**src/rtl/alu32f_pkg.sv**
```systemverilog
// alu32f_pkg: opcodes, decoded item type and flag type for the flag alu
// no dependencies
`timescale 1ns / 1ps
package alu32f_pkg;
	localparam int unsigned DataW = 32;
	localparam int unsigned OpW = 5;
	localparam int unsigned QueueDepth = 2;

	typedef enum logic [OpW-1:0] {
		OP_ADCS = 5'd0, OP_ADD = 5'd1, OP_ADDS = 5'd2, OP_ANDS = 5'd3, OP_ASRS = 5'd4,
		OP_BICS = 5'd5, OP_CMN = 5'd6, OP_CMP = 5'd7, OP_EORS = 5'd8, OP_LSLS = 5'd9,
		OP_LSRS = 5'd10, OP_MOV = 5'd11, OP_MOVS = 5'd12, OP_MULS = 5'd13,
		OP_MVNS = 5'd14, OP_NOP = 5'd15, OP_ORRS = 5'd16, OP_REV = 5'd17,
		OP_REV16 = 5'd18, OP_REVSH = 5'd19, OP_RORS = 5'd20, OP_RSBS = 5'd21,
		OP_SBCS = 5'd22, OP_SUB = 5'd23, OP_SUBS = 5'd24, OP_TST = 5'd25
	} opcode_t;

	typedef struct packed {
		logic n;
		logic z;
		logic c;
		logic v;
	} flags_t;

	// classified item handed from front to back
	typedef struct packed {
		logic [OpW-1:0] op;
		logic [DataW-1:0] a;
		logic [DataW-1:0] b;
		logic wr;
	} dec_t;
endpackage

```
**src/rtl/alu32f_front.sv**
```systemverilog
// alu32f_front: accepts words, classifies write enable, two-entry queue
// depends on alu32f_pkg
`timescale 1ns / 1ps
module alu32f_front (
	input logic clk,
	input logic arst_n,
	input logic in_valid,
	output logic in_ready,
	input logic [alu32f_pkg::OpW-1:0] opcode,
	input logic [alu32f_pkg::DataW-1:0] operand_a,
	input logic [alu32f_pkg::DataW-1:0] operand_b,
	output logic q_valid,
	input logic q_ready,
	output alu32f_pkg::dec_t q_item
);
	import alu32f_pkg::*;
	dec_t mem_q [QueueDepth];
	logic wp_q, rp_q;
	logic [1:0] cnt_q;
	logic wr_en, push, pop;

	always_comb begin
		case (opcode)
			OP_CMP, OP_CMN, OP_TST, OP_NOP: wr_en = 1'b0;
			default: wr_en = (opcode <= OP_TST);
		endcase
	end

	assign in_ready = (cnt_q != 2'd2);
	assign push = in_valid && in_ready;
	assign q_valid = (cnt_q != 2'd0);
	assign pop = q_valid && q_ready;
	assign q_item = mem_q[rp_q];

	always_ff @(posedge clk) begin
		if (push) mem_q[wp_q] <= '{op: opcode, a: operand_a, b: operand_b, wr: wr_en};
	end

	always_ff @(posedge clk or negedge arst_n) begin
		if (!arst_n) begin
			wp_q <= 1'b0;
			rp_q <= 1'b0;
			cnt_q <= 2'd0;
		end else begin
			if (push) wp_q <= ~wp_q;
			if (pop) rp_q <= ~rp_q;
			cnt_q <= cnt_q + {1'b0, push} - {1'b0, pop};
		end
	end
endmodule

```
**config.mk**
```make
export PLATFORM = sky130hd
export DESIGN_NAME = alu32f_front
export DESIGN_NICKNAME = d
export VERILOG_FILES = /design/src/rtl/alu32f_pkg.sv /design/src/rtl/alu32f_front.sv
export SDC_FILE = /design/constraint.sdc
export NUM_CORES = 1
export LEC_CHECK = 0
export BUFFER_PORTS_ARGS = -buffer_cell sky130_fd_sc_hd__buf_2
export CORE_MARGIN = 4
export CORE_UTILIZATION = 30
export DETAILED_ROUTE_END_ITERATION = 6
export GPL_TIMING_DRIVEN = 1
export MAX_ROUTING_LAYER = met4
export PLACE_DENSITY = 0.59
export SLEW_MARGIN = 20
export SYNTH_ARGS = -nofsm -noshare
export SYNTH_HDL_FRONTEND = slang
export SYNTH_SLANG_ARGS = --single-unit
```
**constraint.sdc**
```tcl
create_clock -name clk -period 3.9 [get_ports clk]
set_input_delay 0 -clock clk [delete_from_list [all_inputs] [get_ports clk]]
set_output_delay 0 -clock clk [all_outputs]
set_load 0.02 [all_outputs]
```
# ---- Word-level counts from Yosys, hierarchy flattened
# Memories as Yosys holds them, arrays and structs flattened.
# Cells that the tools add are included.
dict set report classes {
  n_addsub 2
  n_lt_le_gt_ge 1
  n_eq_ne 5
  mux 3
  bitwise_logic 2
  n_reduce_logical 4
}
# op n
set op_table {}
lappend op_table {{5-bit by 3-bit == test with 1-bit output, second input constant} 2}
lappend op_table {{5-bit by 4-bit == test with 1-bit output, second input constant} 1}
lappend op_table {{5-bit == test, second input constant} 1}
lappend op_table {{5-bit <= comparator, second input constant} 1}
lappend op_table {{4-bit OR reduction} 1}
lappend op_table {{1-bit 2-to-1 mux} 3}
lappend op_table {{2-bit by 1-bit adder with 2-bit output} 1}
lappend op_table {{1-bit logical AND} 2}
lappend op_table {{2-bit inequality test, second input constant} 1}
lappend op_table {{1-bit inverter} 2}
lappend op_table {{2-bit nonzero test} 1}
lappend op_table {{2-bit by 1-bit subtractor with 2-bit output} 1}
dict set report word_totals {
  register_bits 4
  mem_bits_rw 140
  out_inout_bits 72
  memories 1
}
# memory words width read_ports rd_clocked_by_memory_dff wr line_no
set memory_table {}
lappend memory_table {mem_q 2 70 1 0 1 alu32f_front.sv:17} ;# dec_t mem_q [QueueDepth];

# ---- Depth between registers and ports, before layout
dict set report depth {
  depth_word 4
  ltp_mapped 7
}

# ---- Worst setup path before layout
# Ideal clock, no wire load.
dict set report synth_timing {
  path_type {register -> register}
  startpoint {register cnt_q[1]}
  endpoint {memory mem_q[0][0] (netlist bit), enable pin}
  setup_ps 499
  arrival_ps 3681
  t_required_ps 3401
  slack_ps -280
  path_stages_with_launch 4
  path_buffers 0
  period_less_slack_ps 4180
  cell_sequence {dfrtp_1 -> nand2b_1 -> nand2_1 -> nor2_1}
}
dict set report synth_via {
  elab_chain_len 4
}
# element line_no
set synth_rtl {}
lappend synth_rtl {{from (decl)} alu32f_front.sv:19} ;# logic [1:0] cnt_q;
lappend synth_rtl {{from (signal assigned)} alu32f_front.sv:47} ;# cnt_q <= cnt_q + {1'b0, push} - {1'b0, pop};
lappend synth_rtl {{2-bit inequality test} alu32f_front.sv:29} ;# assign in_ready = (cnt_q != 2'd2);
lappend synth_rtl {{via in_ready} alu32f_front.sv:8} ;# output logic in_ready,
lappend synth_rtl {{1-bit logical AND} alu32f_front.sv:30} ;# assign push = in_valid && in_ready;
lappend synth_rtl {{1-bit 2-to-1 mux} alu32f_front.sv:36} ;# if (push) mem_q[wp_q] <= '{op: opcode, a: operand_a, b: operand_b, wr: wr_en};
lappend synth_rtl {{1-bit 2-to-1 mux (implied by the code)} alu32f_front.sv:36}
lappend synth_rtl {{to (decl)} alu32f_front.sv:17}
# The timed path passes the listed nets, and every way through them passes these cells.

==> metrics.txt <==
# TYPE chip_impl_metric gauge
chip_impl_metric{name="start_util",unit=""} 0.3093
chip_impl_metric{name="wl",unit="mm"} 10.71
chip_impl_info{name="grt_setup_unrepaired",value="false"} 1
chip_impl_metric{name="average_wire_per_standard_cell",unit="um"} 15.02
chip_impl_metric{name="layout.cell_area.non_filler",unit="um2"} 7802
chip_impl_metric{name="synth_compound_gate_area_share",unit=""} 0.002666
chip_impl_metric{name="setup_violations",unit=""} 0
chip_impl_info{name="tritoncts_clock_tree",value="yes"} 1
chip_impl_metric{name="cts.repair.resized",unit=""} 0
chip_impl_info{name="cts_root_buf",value="sky130_fd_sc_hd__clkbuf_16"} 1
chip_impl_metric{name="antenna_violating_nets_post_route",unit=""} 0
chip_impl_info{name="crit_path_end_kind",value="primary output"} 1
chip_impl_metric{name="first_pass_iters",unit=""} 4
chip_impl_metric{name="syn-instance-count",unit=""} 242
chip_impl_metric{name="port_buffers",unit=""} 144
chip_impl_metric{name="post-dp-hpwl",unit="mm"} 6.762
chip_impl_metric{name="postSynthAreaPerCell",unit="um2"} 23.27
chip_impl_metric{name="clock_latency",unit="ns"} 0.41
chip_impl_metric{name="die_area",unit="um2"} 21030
chip_impl_metric{name="setup.reg_to_reg.worst_slack",unit="ns"} 1.73
chip_impl_metric{name="diodes",unit=""} 0
chip_impl_metric{name="chipWidth",unit="um"} 145.0
chip_impl_metric{name="worstPathArrival",unit="ns"} 2.27
chip_impl_metric{name="yosysSeqAreaShare",unit=""} 0.7643
chip_impl_metric{name="drive_gt1_frac",unit=""} 0.5021
chip_impl_metric{name="cts.sinks",unit=""} 144
chip_impl_metric{name="gpl.final_weighted_congestion",unit=""} 0.7011
chip_impl_metric{name="fin_crit",unit="ns"} 2.274
chip_impl_metric{name="post_synth_net_total",unit=""} 317
chip_impl_info{name="path_class",value="reg2out"} 1
chip_impl_metric{name="antenna_found_initial",unit=""} 0
chip_impl_metric{name="nFillCells",unit=""} 1616
chip_impl_metric{name="vias",unit=""} 2975
chip_impl_metric{name="core-area",unit="um2"} 18210
chip_impl_info{name="most_common_library_cell_in_the_layout_ignoring_fill_and_taps",value="sky130_fd_sc_hd__buf_2"} 1
chip_impl_metric{name="syn-cell-area",unit="um2"} 5632
chip_impl_metric{name="whs",unit="ns"} 0.3117
chip_impl_metric{name="design_power_total",unit="uW"} 5746
chip_impl_metric{name="cts_buffers",unit=""} 17
chip_impl_info{name="timing.rr.start",value="cnt_q[1]"} 1
chip_impl_metric{name="timing.final.hold_violations",unit=""} 0
chip_impl_info{name="run_status",value="finished clean"} 1
chip_impl_metric{name="crit_required",unit="ns"} 3.90
chip_impl_info{name="cp_cell_sequence",value="buf_4, mux2_4, buf_2"} 1
chip_impl_metric{name="post-route-drc-count",unit=""} 0
chip_impl_metric{name="timing.fmax",unit="MHz"} 439.8
chip_impl_metric{name="global_route_overflow",unit=""} 0
chip_impl_info{name="largest_family_of_logic_cells_by_synthesized_area",value="multiplexers"} 1
chip_impl_metric{name="synth_cell_types",unit=""} 18
chip_impl_info{name="start_kind",value="flip-flop"} 1
chip_impl_metric{name="power_per_cell_area",unit="nW/um2"} 736.4
chip_impl_metric{name="tightestPinTransition",unit="ns"} 1.010
chip_impl_info{name="crit_end",value="q_item[25]"} 1
chip_impl_metric{name="dr.first_iter.drc_count",unit=""} 136
chip_impl_metric{name="synth_adder_area_share",unit=""} 0.004443
chip_impl_metric{name="htree_num_levels",unit=""} 4
chip_impl_metric{name="routed_via_density",unit=""} 4.173
chip_impl_metric{name="layout.nets",unit=""} 548
chip_impl_metric{name="count_of_final_max_slew_check_failures",unit=""} 0
chip_impl_metric{name="io_pins",unit=""} 145
chip_impl_info{name="startpoint",value="rp_q"} 1
chip_impl_metric{name="synth.area.mux_share",unit=""} 0.1860
chip_impl_metric{name="vdd_drop_max",unit="uV"} 563.4
chip_impl_metric{name="clock_skew",unit="ns"} 0.009701
chip_impl_metric{name="area.growth.synth_to_final",unit="%"} 38.55
chip_impl_metric{name="first_pass_grt_wire_length",unit="mm"} 17.07
chip_impl_metric{name="worst_path_largest_cell_delay",unit="ns"} 0.87
chip_impl_metric{name="synth.ff_latch_count",unit=""} 144
chip_impl_metric{name="maximum_number_of_pins_on_one_net_before_global_route_repair",unit=""} 71
chip_impl_metric{name="clock_slew_at_the_register_clock_pins_of_the_worst_setup_and_hold_paths",unit="ns"} 0.06
chip_impl_metric{name="vias_in_the_first_global_route",unit=""} 3341
chip_impl_metric{name="core.rowCount",unit=""} 49
chip_impl_metric{name="crit_path_max_fo",unit=""} 35
chip_impl_info{name="crit_slowest_cell",value="sky130_fd_sc_hd__dfrtp_4"} 1
chip_impl_info{name="min_path_type",value="in2reg"} 1
chip_impl_info{name="reg_to_reg_end",value="mem_q[0][9]"} 1
chip_impl_metric{name="worst_r2r_path_depth",unit=""} 4
chip_impl_metric{name="die-height",unit="um"} 145.0
chip_impl_metric{name="grt_usage",unit=""} 0.1079
chip_impl_metric{name="total_leakage_power",unit="uW"} 0.003125
chip_impl_metric{name="multi_input_area",unit="um2"} 1181
chip_impl_metric{name="post-route-period-util",unit=""} 0.5831
chip_impl_metric{name="layout.area.seq",unit="um2"} 4308
chip_impl_metric{name="postPlaceCellArea",unit="um2"} 6539
chip_impl_metric{name="fin_setup_tns",unit="ns"} 0
chip_impl_metric{name="final_critical_path_setup_slack",unit="ns"} 1.626
chip_impl_metric{name="dp_slack",unit="ns"} 1.703
chip_impl_metric{name="max_slew_margin",unit=""} 0.3250
chip_impl_metric{name="clock_path_buffers",unit=""} 2
chip_impl_metric{name="synth_xor_area_frac",unit=""} 0.006221
chip_impl_metric{name="yosys_warnings",unit=""} 0
chip_impl_info{name="highest_count_cells_in_the_layout_ignoring_fill_and_taps",value="144 x sky130_fd_sc_hd__buf_2, 140 x sky130_fd_sc_hd__edfxtp_1, 73 x sky130_fd_sc_hd__dlygate4sd3_1"} 1
chip_impl_metric{name="synth-simple-area-share",unit=""} 0.008220
chip_impl_metric{name="drv_cap",unit=""} 0
## metrics by stage
| step | cells | utilization |
|---|---|---|
| finish | 713 | 0.4285 |
| global route | 713 | 0.4285 |
| CTS | 713 | 0.4285 |
| detailed placement | 610 | 0.3591 |
| global placement | 610 | 0.3591 |
| floorplan | 242 | - |
## synthesized netlist by cell type
master                     instances  area [um2]
sky130_fd_sc_hd__or2_1             1       6.260
sky130_fd_sc_hd__buf_6             1       11.26
sky130_fd_sc_hd__xnor2_1           3       26.28
sky130_fd_sc_hd__xor2_1            1       8.760
sky130_fd_sc_hd__a21oi_1           1       5.000
sky130_fd_sc_hd__edfxtp_1        140        4204
sky130_fd_sc_hd__nand2b_1          1       6.260
sky130_fd_sc_hd__mux2_4           69        1036
sky130_fd_sc_hd__nor2_1            2       7.510
sky130_fd_sc_hd__buf_12            7       140.1
sky130_fd_sc_hd__and2_4            1       8.760
sky130_fd_sc_hd__mux2_2            1       11.26
sky130_fd_sc_hd__o21ai_0           2       10.01
sky130_fd_sc_hd__and3_1            1       6.260
sky130_fd_sc_hd__inv_1             2       7.510
sky130_fd_sc_hd__nand2_1           3       11.26
sky130_fd_sc_hd__dfrtp_1           4       100.1
sky130_fd_sc_hd__ha_1              2       25.02
## worst min path at each step
stage / from / slack, ns / end / cells after the start
after CTS: operand_a[23] / 0.28 / mem_q[1][56] / 2
after global placement: arst_n / -0.19 / cnt_q[0] / 1
after floorplan: arst_n / -0.30 / cnt_q[0] / 0
final: operand_a[27] / 0.31 / mem_q[1][60] / 2
after detailed placement: arst_n / -0.19 / wp_q / 1
after global routing: operand_b[7] / 0.29 / mem_q[0][8] / 2
## power breakdown
group	switching, uW	leakage (uW)	internal (uW)	total [uW]
Sequential	189	0.00134	2120	2310
Clock	568	0.000257	919	1490
Combinational	1040	0.00152	907	1940
## layout make-up
type,instances,area share
Sequential cell,144,0.5521
Tap cell,229,0.03672
Multi-Input combinational cell,88,0.1514
Timing Repair Buffer,220,0.1905
Clock inverter,10,0.01235
Inverter,2,0.0009622
Clock buffer,20,0.05597
## per-layer routing
metal  GRT usage  wire length, um  vias to the layer above
met4     0.03753              116                        0
met5           -                0                        -
met2      0.1716             5235                       97
met3     0.04521              604                        9
li1            -                -                     1405
met1      0.1236             4752                     1464
## registers in the layout, summed over array words and instances (netlist names)
name / flops
mem_q: 140
cnt_q: 2
rp_q: 1
wp_q: 1
## worst max-delay path: cells and delay by family (launching register included)
kind / cells / cell delay (ns)
flops: 1 / 0.87
buf+inv: 2 / 0.63
mux: 1 / 0.34
## kinds of logic after synthesis
kind of cell / count (synthesis)
buf+inv: 10
mux: 70
fa+ha+maj: 2
flops: 144
simple gates: 9
xor+xnor: 4
compound gates: 3
## repair_timing
action | in CTS | in global routing
hold endpoints to repair | 146 | 0
setup buffers | 0 | 0
hold buffers | 73 | 0
Power figures use the tool's default switching activity.
